`config.mk`:
```
export PLATFORM = sky130hd
export DESIGN_NAME = priority_scheduler_with_aging
export DESIGN_NICKNAME = d
export VERILOG_FILES = /design/src/rtl/psa_pkg.sv /design/src/rtl/psa_ctrl.sv /design/src/rtl/psa_dp.sv /design/src/rtl/priority_scheduler_with_aging.sv
export SDC_FILE = /design/constraint.sdc
export NUM_CORES = 1
export LEC_CHECK = 0
export BUFFER_PORTS_ARGS = -buffer_cell sky130_fd_sc_hd__buf_4
export CELL_PAD_IN_SITES_DETAIL_PLACEMENT = 1
export CELL_PAD_IN_SITES_GLOBAL_PLACEMENT = 2
export CORE_UTILIZATION = 35
export CTS_BUF_LIST = sky130_fd_sc_hd__clkbuf_16
export CTS_CLUSTER_SIZE = 30
export DETAILED_ROUTE_END_ITERATION = 7
export PLACE_DENSITY = 0.79
export SLEW_MARGIN = 20
export SYNTH_ARGS = -nofsm -noshare
export SYNTH_HDL_FRONTEND = slang
export SYNTH_SLANG_ARGS = --single-unit
export TNS_END_PERCENT = 20
```
`constraint.sdc`:
```
create_clock -name clk_i -period 6.8 [get_ports clk_i]
set_clock_uncertainty 0.05 [all_clocks]
set_input_delay 0.34 -clock clk_i [delete_from_list [all_inputs] [get_ports clk_i]]
set_output_delay 0.34 -clock clk_i [all_outputs]
set_load 0.005 [all_outputs]
```
`src/rtl/psa_pkg.sv`:
```
// shared constants, command codes and controller/datapath link types
package psa_pkg;

  localparam int SLOTS   = 8;
  localparam int SlotW   = (SLOTS > 1) ? $clog2(SLOTS) : 1;
  localparam int SlotInW = 3;
  localparam int IdW     = 8;
  localparam int TickW   = 16;
  localparam int BurstW  = 8;
  localparam int PrioW   = 8;

  typedef enum logic {
    CmdLoad = 1'b0,
    CmdTick = 1'b1
  } command_e;

  // commands from the controller to the datapath
  typedef struct packed {
    logic load_we;
    logic scan_clr;
    logic scan_step;
    logic scan_last;
    logic exec;
  } psa_cmd_t;

  // status from the datapath to the controller
  typedef struct packed {
    logic running;
    logic scan_at_end;
  } psa_status_t;

endpackage

```
`src/rtl/psa_ctrl.sv`:
```
// controller state machine: sequences load, selection scan and tick execution
module psa_ctrl import psa_pkg::*; (
  input  logic        clk_i,
  input  logic        rst_ni,
  input  logic        start,
  input  logic        command_i,
  input  psa_status_t status_i,
  output psa_cmd_t    cmd_o,
  output logic        busy
);

  typedef enum logic [1:0] {
    StIdle,
    StScan,
    StExec
  } state_e;

  state_e state_d, state_q;
  logic   accept;

  assign accept = start && (state_q == StIdle);
  assign busy   = (state_q != StIdle);

  always_comb begin
    cmd_o.load_we   = accept && (command_i == CmdLoad);
    cmd_o.scan_clr  = accept && (command_i == CmdTick) && !status_i.running;
    cmd_o.scan_step = (state_q == StScan);
    cmd_o.scan_last = (state_q == StScan) && status_i.scan_at_end;
    cmd_o.exec      = (state_q == StExec);
  end

  always_comb begin
    state_d = state_q;
    unique case (state_q)
      StIdle: begin
        if (accept && (command_i == CmdTick)) begin
          state_d = status_i.running ? StExec : StScan;
        end
      end
      StScan: begin
        if (status_i.scan_at_end) begin
          state_d = StExec;
        end
      end
      StExec: begin
        state_d = StIdle;
      end
      default: state_d = StIdle;
    endcase
  end

  always_ff @(posedge clk_i or negedge rst_ni) begin
    if (!rst_ni) begin
      state_q <= StIdle;
    end else begin
      state_q <= state_d;
    end
  end

  a_exec_then_idle: assert property (@(posedge clk_i) disable iff (!rst_ni)
    (state_q == StExec) |=> (state_q == StIdle))
    else $error("exec not followed by idle");

  a_scan_only_when_free: assert property (@(posedge clk_i) disable iff (!rst_ni)
    (state_q == StScan) |-> !status_i.running)
    else $error("selection scan while a job is running");

endmodule

```
`src/rtl/psa_dp.sv`:
```
// datapath: job entries, selection scan, aging, work count and result register
module psa_dp import psa_pkg::*; (
  input  logic                 clk_i,
  input  logic                 rst_ni,
  input  psa_cmd_t             cmd_i,
  output psa_status_t          status_o,
  input  logic [SlotInW-1:0]   slot_i,
  input  logic [IdW-1:0]       job_id_i,
  input  logic [TickW-1:0]     arrival_tick_i,
  input  logic [BurstW-1:0]    burst_length_i,
  input  logic [PrioW-1:0]     start_priority_i,
  output logic                 result_valid_o,
  output logic                 idle_o,
  output logic [IdW-1:0]       running_id_o,
  output logic                 finished_o,
  output logic [IdW-1:0]       finished_id_o,
  output logic [TickW-1:0]     turnaround_o,
  output logic [TickW-1:0]     waiting_o
);

  localparam int SlotExtW = SlotInW + SlotW;

  // entry storage
  logic [SLOTS-1:0]  valid_q, done_q;
  logic [IdW-1:0]    id_q    [SLOTS];
  logic [TickW-1:0]  arr_q   [SLOTS];
  logic [BurstW-1:0] burst_q [SLOTS];
  logic [BurstW-1:0] work_q  [SLOTS];
  logic [PrioW-1:0]  prio_q  [SLOTS];

  // scheduler state
  logic [TickW-1:0]  tick_q;
  logic              running_q;
  logic [SlotW-1:0]  cur_q;

  // scan state
  logic [SlotW-1:0]  scan_q;
  logic              found_q;
  logic [SlotW-1:0]  best_slot_q;
  logic [PrioW-1:0]  best_prio_q;
  logic [TickW-1:0]  best_arr_q;

  // result register
  logic              res_valid_q, idle_q, fin_q;
  logic [IdW-1:0]    run_id_q, fin_id_q;
  logic [TickW-1:0]  ta_q, wt_q;

  logic [SlotExtW-1:0] slot_ext;
  logic [SlotW-1:0]    ld_idx;
  logic                ld_ok;
  logic [SLOTS-1:0]    elig;
  logic [SlotW-1:0]    rd_idx;
  logic [PrioW-1:0]    prio_rd;
  logic [TickW-1:0]    arr_rd;
  logic [BurstW-1:0]   burst_rd, work_rd, work_inc;
  logic [IdW-1:0]      id_rd;
  logic                take, fin;
  logic [TickW-1:0]    ta, wt;

  assign slot_ext = SlotExtW'(slot_i);
  assign ld_idx   = slot_ext[SlotW-1:0];
  assign ld_ok    = slot_ext < SlotExtW'(SLOTS);

  always_comb begin
    for (int s = 0; s < SLOTS; s++) begin
      elig[s] = valid_q[s] && !done_q[s] && (arr_q[s] <= tick_q);
    end
  end

  // one read index: scan position during selection, running slot during exec
  assign rd_idx   = cmd_i.exec ? cur_q : scan_q;
  assign prio_rd  = prio_q[rd_idx];
  assign arr_rd   = arr_q[rd_idx];
  assign burst_rd = burst_q[rd_idx];
  assign work_rd  = work_q[rd_idx];
  assign id_rd    = id_q[rd_idx];

  // ties go to the later arrival, then the higher slot (scan runs upward)
  assign take = elig[rd_idx] && (!found_q || (prio_rd > best_prio_q) ||
                ((prio_rd == best_prio_q) && (arr_rd >= best_arr_q)));

  assign work_inc = (work_rd == '1) ? work_rd : work_rd + BurstW'(1);
  assign fin      = (work_inc >= burst_rd);
  assign ta       = tick_q + TickW'(1) - arr_rd;
  assign wt       = ta - TickW'(burst_rd);

  assign status_o.running     = running_q;
  assign status_o.scan_at_end = (scan_q == SlotW'(SLOTS - 1));

  // control state
  always_ff @(posedge clk_i or negedge rst_ni) begin
    if (!rst_ni) begin
      valid_q     <= '0;
      done_q      <= '0;
      tick_q      <= '0;
      running_q   <= 1'b0;
      cur_q       <= '0;
      scan_q      <= '0;
      found_q     <= 1'b0;
      res_valid_q <= 1'b0;
    end else begin
      res_valid_q <= cmd_i.exec;
      if (cmd_i.load_we && ld_ok) begin
        valid_q[ld_idx] <= 1'b1;
        done_q[ld_idx]  <= 1'b0;
        if (running_q && (cur_q == ld_idx)) begin
          running_q <= 1'b0;
        end
      end
      if (cmd_i.scan_clr) begin
        scan_q  <= '0;
        found_q <= 1'b0;
      end
      if (cmd_i.scan_step) begin
        scan_q <= scan_q + SlotW'(1);
        if (take) begin
          found_q <= 1'b1;
        end
        if (cmd_i.scan_last) begin
          running_q <= found_q || take;
          if (take) begin
            cur_q <= scan_q;
          end else if (found_q) begin
            cur_q <= best_slot_q;
          end
        end
      end
      if (cmd_i.exec) begin
        tick_q <= tick_q + TickW'(1);
        if (running_q && fin) begin
          done_q[cur_q] <= 1'b1;
          running_q     <= 1'b0;
        end
      end
    end
  end

  // payload: entry fields, scan best and result fields
  always_ff @(posedge clk_i) begin
    if (cmd_i.load_we && ld_ok) begin
      id_q[ld_idx]    <= job_id_i;
      arr_q[ld_idx]   <= arrival_tick_i;
      burst_q[ld_idx] <= burst_length_i;
      work_q[ld_idx]  <= '0;
      prio_q[ld_idx]  <= start_priority_i;
    end
    if (cmd_i.scan_step && take) begin
      best_slot_q <= scan_q;
      best_prio_q <= prio_rd;
      best_arr_q  <= arr_rd;
    end
    if (cmd_i.exec) begin
      if (running_q) begin
        work_q[cur_q] <= work_inc;
        for (int s = 0; s < SLOTS; s++) begin
          if ((SlotW'(s) != cur_q) && elig[s] && (prio_q[s] != '1)) begin
            prio_q[s] <= prio_q[s] + PrioW'(1);
          end
        end
      end
      idle_q   <= !running_q;
      run_id_q <= running_q ? id_rd : '0;
      fin_q    <= running_q && fin;
      fin_id_q <= (running_q && fin) ? id_rd : '0;
      ta_q     <= (running_q && fin) ? ta : '0;
      wt_q     <= (running_q && fin) ? wt : '0;
    end
  end

  assign result_valid_o = res_valid_q;
  assign idle_o         = idle_q;
  assign running_id_o   = run_id_q;
  assign finished_o     = fin_q;
  assign finished_id_o  = fin_id_q;
  assign turnaround_o   = ta_q;
  assign waiting_o      = wt_q;

  a_running_entry_live: assert property (@(posedge clk_i) disable iff (!rst_ni)
    running_q |-> (valid_q[cur_q] && !done_q[cur_q]))
    else $error("running slot is not a live entry");

  a_finish_frees: assert property (@(posedge clk_i) disable iff (!rst_ni)
    (res_valid_q && fin_q) |-> !running_q)
    else $error("job reported finished but still running");

  a_idle_not_finished: assert property (@(posedge clk_i) disable iff (!rst_ni)
    (res_valid_q && idle_q) |-> !fin_q)
    else $error("idle tick reported a finished job");

endmodule

```
`src/rtl/priority_scheduler_with_aging.sv`:
```
// top level of the non-preemptive priority scheduler with aging
//
//  channel   handshake                      payload
//  -------   ----------------------------   --------------------------------------
//  command   start (in), busy (out)         command_i slot_i job_id_i arrival_tick_i
//                                           burst_length_i start_priority_i
//  result    result_valid_o (1-cycle)       idle_o running_id_o finished_o
//                                           finished_id_o turnaround_o waiting_o
//
// a beat is taken at a rising edge with start high and busy low
// load beat: entry written at the accepting edge, busy stays low, no result
// tick beat with a job running: straight to exec, result strobe on the cycle after exec
// tick beat with no job running: a scan of all SLOTS entries (one entry per cycle in the
//   selection compare), then exec, result strobe on the cycle after exec
// reset clears tick count, running flag and entry valid/done bits at once;
//   results are never held off, the strobe lasts exactly one cycle
module priority_scheduler_with_aging import psa_pkg::*; (
  input  logic                 clk_i,
  input  logic                 rst_ni,
  // command channel
  input  logic                 start,
  output logic                 busy,
  input  logic                 command_i,
  input  logic [SlotInW-1:0]   slot_i,
  input  logic [IdW-1:0]       job_id_i,
  input  logic [TickW-1:0]     arrival_tick_i,
  input  logic [BurstW-1:0]    burst_length_i,
  input  logic [PrioW-1:0]     start_priority_i,
  // result channel
  output logic                 result_valid_o,
  output logic                 idle_o,
  output logic [IdW-1:0]       running_id_o,
  output logic                 finished_o,
  output logic [IdW-1:0]       finished_id_o,
  output logic [TickW-1:0]     turnaround_o,
  output logic [TickW-1:0]     waiting_o
);

  // controller to datapath command bundle and status back
  psa_cmd_t    cmd;
  psa_status_t status;

  // sequencer: idle -> scan (only when nothing runs) -> exec -> idle
  psa_ctrl u_ctrl (
    .clk_i     (clk_i),
    .rst_ni    (rst_ni),
    .start     (start),
    .command_i (command_i),
    .status_i  (status),
    .cmd_o     (cmd),
    .busy      (busy)
  );

  // entry table, selection scan, aging and the registered result beat
  psa_dp u_dp (
    .clk_i            (clk_i),
    .rst_ni           (rst_ni),
    .cmd_i            (cmd),
    .status_o         (status),
    .slot_i           (slot_i),
    .job_id_i         (job_id_i),
    .arrival_tick_i   (arrival_tick_i),
    .burst_length_i   (burst_length_i),
    .start_priority_i (start_priority_i),
    .result_valid_o   (result_valid_o),
    .idle_o           (idle_o),
    .running_id_o     (running_id_o),
    .finished_o       (finished_o),
    .finished_id_o    (finished_id_o),
    .turnaround_o     (turnaround_o),
    .waiting_o        (waiting_o)
  );

endmodule

```
== Yosys cells after proc, flatten, opt, wreduce, memory -nomap -nowiden ==
Memories as Yosys holds them, arrays and structs flattened.
Cells that the tools add are included.

* Add/subtract/negate cells: 13
* Order comparisons: 17
* Equality and inequality tests: 23
* Mux-type cells: 71
* Bitwise operators: 5
* Reduce and logical (&&, ||, !) cells: 67

{| class="wikitable"
|+ Operators by type and width
! cell !! number
|-
| <= comparator 16 bit || 8
|-
| adder 8 x 1 -> 8 bit (second input constant) || 9
|-
| inequality test 8 bit (second input constant) || 8
|-
| 2-to-1 mux 1 bit || 51
|-
| 2-to-1 mux 8 bit || 6
|-
| logical AND 1 bit || 45
|-
| 2-to-1 mux 3 bit || 7
|-
| adder 16 x 1 -> 16 bit (second input constant) || 1
|-
| greater-or-equal comparator 16 bit || 1
|-
| < comparator 3 x 4 -> 1 bit (second input constant) || 4
|-
| bitwise OR 8 bit || 2
|-
| OR reduction 8 bit || 2
|-
| subtractor 16 bit || 1
|-
| subtractor 16 x 8 -> 16 bit || 1
|-
| inequality test 3 bit (first input constant) || 4
|-
| logical NOT 1 bit || 10
|-
| bitwise AND 8 bit || 1
|-
| == test 8 bit || 1
|-
| == test 8 bit (second input constant) || 1
|-
| greater-or-equal comparator 8 bit || 1
|-
| greater-than comparator 8 bit || 1
|-
| NOT 8 bit || 1
|-
| demux 1 bit (select 3 bit) || 2
|-
| greater-or-equal comparator 3 x 1 -> 1 bit (second input constant) || 2
|-
| 18 further kinds || 26
|}

* Register bits: 120
* RAM bits: 384
* Input port bits: 47
* Output and inout bits: 52
* Word-level logic and storage cells: 219
* Memories kept: 5

{| class="wikitable"
|+ Memory list
! memory !! words !! bits a word !! rd ports !! clocked after memory_dff !! wr ports !! RTL line !! RTL
|-
| u_dp.arr_q || 8 || 16 || 9 || 0 || 1 || psa_dp.sv:26 || <nowiki>logic [TickW-1:0] arr_q [SLOTS];</nowiki>
|-
| u_dp.burst_q || 8 || 8 || 1 || 0 || 1 || psa_dp.sv:27 || <nowiki>logic [BurstW-1:0] burst_q [SLOTS];</nowiki>
|-
| u_dp.id_q || 8 || 8 || 1 || 0 || 1 || psa_dp.sv:25 || <nowiki>logic [IdW-1:0] id_q [SLOTS];</nowiki>
|-
| u_dp.prio_q || 8 || 8 || 9 || 0 || 8 || psa_dp.sv:29 || <nowiki>logic [PrioW-1:0] prio_q [SLOTS];</nowiki>
|-
| u_dp.work_q || 8 || 8 || 1 || 0 || 1 || psa_dp.sv:28 || <nowiki>logic [BurstW-1:0] work_q [SLOTS];</nowiki>
|}

== Longest topological paths before layout ==
An unclocked memory read counts as a cell.

* Depth after elaboration: 12
* Depth in mapped cells: 31
* Depth with buffers taken out: 26

== By module ==
From an unflattened synthesis, not the netlist that was laid out.

* Cells, all modules: 2,589
* Area, all modules: 27,784.1 µm²

{| class="wikitable"
|+ By module, submodules not included
! module !! times used !! cells each !! area each (µm²) !! sequential area each (µm²)
|-
| psa_dp || 1 || 2,574 || 27,639.0 || 14,869.3
|-
| psa_ctrl || 1 || 15 || 145.1 || 50.0
|}

== Worst setup path after synthesis ==
No wires, ideal clock.

* Kind: reg-to-reg
* From: register u_ctrl.state_q[0]
* To: register u_dp.wt_q[15], in the netlist u_dp.waiting_o[15], data pin
* Data arrival time: 5.576 ns
* Data required time: 6.488 ns
* Setup slack: 0.912 ns
* Stages on the path, launching flop included: 27
* Path through: dfrtp_1 -> nand2b_4 -> buf_6 -> o21ai_1 -> buf_2 -> buf_2 -> buf_1 -> clkbuf_1 -> clkbuf_1 -> nand2_1 -> nand3_1 -> nand2_1 -> o21ai_0 -> inv_1 -> ha_1 -> a21oi_1 -> or2_2 -> a31oi_2 -> xnor2_1 -> ha_1 -> a21oi_1 -> o21ai_0 -> and3_1 -> a211oi_1 -> o2111ai_1 -> nor3b_2 -> mux2_1

* Elaborated cells on any way between the ends: 12
* Those cells by class: 3 x add/sub; 1 x order compare; 2 x eq/ne; 2 x mux; 1 x reduce/logical; 3 x memory

{| class="wikitable"
|+ RTL lines
! item !! RTL line !! RTL
|-
| start: declaration || psa_ctrl.sv:18 || <nowiki>state_e state_d, state_q;</nowiki>
|-
| start signal: assignment || psa_ctrl.sv:54 || <nowiki>state_q <= StIdle;</nowiki>
|-
| start signal: assignment || psa_ctrl.sv:56 || <nowiki>state_q <= state_d;</nowiki>
|-
| == test 2 bit || psa_ctrl.sv:29 || <nowiki>cmd_o.exec = (state_q == StExec);</nowiki>
|-
| 2-to-1 mux 3 bit || psa_dp.sv:71 || <nowiki>assign rd_idx = cmd_i.exec ? cur_q : scan_q;</nowiki>
|-
| memory read (8 x 16 bit) || n/a ||
|-
| subtractor 16 bit || psa_dp.sv:84 || <nowiki>assign ta = tick_q + TickW'(1) - arr_rd;</nowiki>
|-
| named net u_dp.ta[3] || psa_dp.sv:58 || <nowiki>logic [TickW-1:0] ta, wt;</nowiki>
|-
| subtractor 16 x 8 -> 16 bit || psa_dp.sv:85 || <nowiki>assign wt = ta - TickW'(burst_rd);</nowiki>
|-
| end signal: assignment || psa_dp.sv:166 || <nowiki>wt_q <= (running_q && fin) ? wt : '0;</nowiki>
|-
| end: declaration || psa_dp.sv:46 || <nowiki>logic [TickW-1:0] ta_q, wt_q;</nowiki>
|}

The timed path passes the listed nets, and every way through them passes these cells.
A chain may end at the register's enable or synchronous reset.

== Final worst setup path ==
* From: register u_ctrl.state_q[0]
* To: register u_dp.wt_q[15], in the netlist u_dp.waiting_o[15], data pin

* Longest elaborated chain between the ends: 7
* Elaborated cells on any way between the ends: 12
* Those cells by class: 3 x add/sub; 1 x order compare; 2 x eq/ne; 2 x mux; 1 x reduce/logical; 3 x memory

{| class="wikitable"
|+ Ends and longest elaborated chain
! item !! RTL line
|-
| == test 2 bit (*) || psa_ctrl.sv:29
|-
| 2-to-1 mux 3 bit (*) || psa_dp.sv:71
|-
| branches (longest 5 deep; another with memory read (8 x 16 bit)) || n/a
|}

Mark *: on every way between the ends.

==> impl_metrics.yaml <==
run_status:
  status: "complete, no violations"
grt:
  grt_overflow: 0
  grt_pass1_vias: 20700
  antenna_found_initial: 2
  grt_pass1_wl_mm: 128
  grt_max_degree: 71
  track_usage: 0.216
placed_design:
  gp_congestion: 0.846
  placed_cell_area_um2: 28700
  dp_cells: 3444
  place_hpwl_mm: 59.1
  portBuffers: 98
  place_ws_ns: 0.642
floorplan:
  pin_count: 99
  start_util: 0.353
  die_h_um: 279
  die_w_um: 279
  dieArea_um2: 77600
  rows: 101
  core_um2: 75800
finish:
  drive_gt1_frac: 0.107
  design_area_um2: 31000
  synthToLayoutAreaGrowth_pct: 15.8
  instances_no_fill: 3590
  final_cell_mix: "nand2_1, edfxtp_1, ha_1"
  post-route-util: 0.409
  final_common_cell: "nand2_1"
  fin_nets: 2803
timing:
  fin_crit_sh: 0.920
  hold_violations: 0
  setup_tns_ns: 0
  rsz0062_at_grt: "false"
  report.final.setup_viol: 0
  max_freq_mhz: 160
  worstMarginPinSlew_ns: 1.18
  relSlewSlack: 0.207
  timing.final.ws_setup_ns: 0.544
  fin_crit_ns: 6.26
  slew_viol_final: 0
routing:
  wl_per_cell_um: 23.4
  dr.first_iter.drc_count: 1401
  ant_nets: 0
  avgViaCountPerCell: 5.51
  via_count: 19800
  remaining_drc_errors: 0
  routed_wl_mm: 84.1
  dr.pass1.iters: 5
setup_path:
  crit_slowest_cell: "a21boi_4"
  reg2reg_slack_ns: 0.54
  reg2regPathDepth: 27
  timing.rr.start: "u_ctrl.state_q[0]"
  cp_max_fo: 26
  critical_path_buf_inv_count: 3
  endpoint_kind: "flip-flop"
  startpoint_type: "flip-flop"
  cpLargestDelayFamily: "compound AO/OA/AOI/OAI gates"
  crit_path_frequent_cell: "nand2b_1"
  crit_required_ns: 7.12
  worstSetupPathType: "reg2reg"
  cp_slowest_stage_delay_ns: 0.58
  worstPathArrival_ns: 6.58
  crit-reg2reg-capture: "u_dp.waiting_o[15]"
pwr:
  p_leak_nw: 11.9
  p_per_area_nw_per_um2: 416
  ir_drop_uv: 333
logic_synthesis:
  synth_cells: 2431
  synth_edf_count: 461
  ys_warn_count: 0
  ys_ff_latch: 504
  syn-cell-area_um2: 26800
  async_flop_share: 0.0853
  synth_flop_cell: "edfxtp_1"
  ys_seq_area_frac: 0.557
  post_synth_num_cell_types: 86
  synth_fp_nets: 2673
  syn_avg_cell_area_um2: 11.0
clocking:
  cts_tree: "done"
  cts.sinks: 504
  cts.clk_slew.worst_paths_ns: 0.06
  worstSkewPairLatency_ns: 0.65
  root_buffer: "clkbuf_16"
  htreeDepth: 2
  hold_buffers: 34
  numCtsBuffers: 59
  post_cts_buffers: 0
  clockBufferDepth: 3
  post_cts_resized: 0
worst_hold_path:
  hold_path_depth: 3
  holdPathEnd: "u_dp.prio_q[4][0]"
  min_from: "start_priority_i[0]"
  hold_path.class: "in2reg"
job:
  cap_violations: 0
## sequential cells by signal (all words and copies together) (netlist names), 8 cells and up
signal              cells
u_dp.work_q            64
u_dp.waiting_o         16
u_dp.running_id_o       8
u_dp.arr_q            128
u_dp.burst_q           64
u_dp.tick_q            16
u_dp.done_q             8
u_dp.id_q              64
u_dp.turnaround_o      16
u_dp.best_prio_q        8
u_dp.best_arr_q        16
u_dp.prio_q            64
u_dp.finished_id_o      8
u_dp.valid_q            8
## metrics by stage
| step | hold WS (ns) | power (mW) |
|---|---|---|
| 2_1_floorplan | -0.00559 | 7.87 |
| 3_3_place_gp | 0.347 | 9.55 |
| 3_5_place_dp | 0.348 | 9.72 |
| 4_1_cts | 0.00914 | 13.0 |
| 5_1_grt | 0.0629 | 13.7 |
| 6_report | 0.0418 | 12.9 |
## cell usage after synthesis, types with 4 or more instances
library cell,count,area share
nand2b_1,27,0.0063
and2_1,22,0.0051
o211ai_1,8,0.0022
a31oi_1,39,0.0091
a21oi_1,82,0.015
nand4b_1,4,0.0013
edfxtp_1,461,0.52
or2_2,6,0.0014
nor4_1,8,0.0019
nand4_1,40,0.0093
buf_1,20,0.0028
dfrtp_1,43,0.040
nor3b_1,6,0.0017
nand3_1,157,0.029
mux2i_1,18,0.0067
clkbuf_1,71,0.010
ha_1,193,0.090
or3_1,7,0.0016
o2111ai_1,7,0.0023
a22o_1,6,0.0020
o21a_1,28,0.0078
nor2_1,93,0.013
inv_1,98,0.014
a21o_1,41,0.011
xnor2_1,66,0.022
and3_1,63,0.015
o21ai_0,88,0.016
a211oi_1,14,0.0039
nor2b_1,27,0.0063
nand2_1,491,0.069
a311oi_1,35,0.011
o221ai_1,5,0.0016
buf_2,5,0.00093
o31a_1,4,0.0013
xor2_1,41,0.013
mux2_2,10,0.0042
nor3_1,23,0.0043
## cell families (layout without fill, tap and decap cells)
group           Yosys count  after routing  share of synthesized area
flops                   504            504                      0.557
fa+ha+maj               195            195                     0.0917
simple gates            990            990                      0.170
buf+inv                 200            380                     0.0292
other cells               0              1                          0
compound gates          400            400                      0.101
xor+xnor                109            109                     0.0362
mux                      33             33                     0.0144
## routing by layer
metal / vias to the layer above / GRT usage / share of wire
li1: 9147 / - / -
met1: 10100 / 0.290 / 0.45
met2: 458 / 0.368 / 0.49
met3: 98 / 0.0314 / 0.047
met4: 0 / 0.0507 / 0.019
met5: - / 0 / 0
## layout make-up
class                           instances  area [um2]
Fill cell                            8251       44800
Sequential cell                       504       14900
Multi-Input combinational cell       1727       11200
Clock buffer                           61        1530
Timing Repair Buffer                  170        1360
Tap cell                              978        1220
Clock inverter                         50         430
Inverter                               99         374
Antenna cell                            1        2.50
## worst max-delay path by stage
stage	endpoint	depth (start not counted)	slack, ns	startpoint
global placement	u_dp.waiting_o[15]	27	0.69	u_ctrl.state_q[0]
CTS	u_dp.waiting_o[15]	27	0.57	u_ctrl.state_q[0]
detailed placement	u_dp.waiting_o[15]	27	0.64	u_ctrl.state_q[0]
floorplan	u_dp.waiting_o[15]	26	0.91	u_ctrl.state_q[0]
finish	u_dp.waiting_o[15]	27	0.54	u_ctrl.state_q[0]
global route	u_dp.waiting_o[15]	27	0.15	u_ctrl.state_q[0]
## report_power, final
part / switching, mW / internal (mW)
combinational: 3.73 / 2.10
clock: 1.36 / 1.82
sequential: 0.142 / 3.75
total: 5.23 / 7.68
## worst min-delay path: cells and delay by family
family          cells  cell delay, ns
simple gates        1            0.06
buf+inv             1            0.17
compound gates      1            0.06
Power figures use the tool's default switching activity.
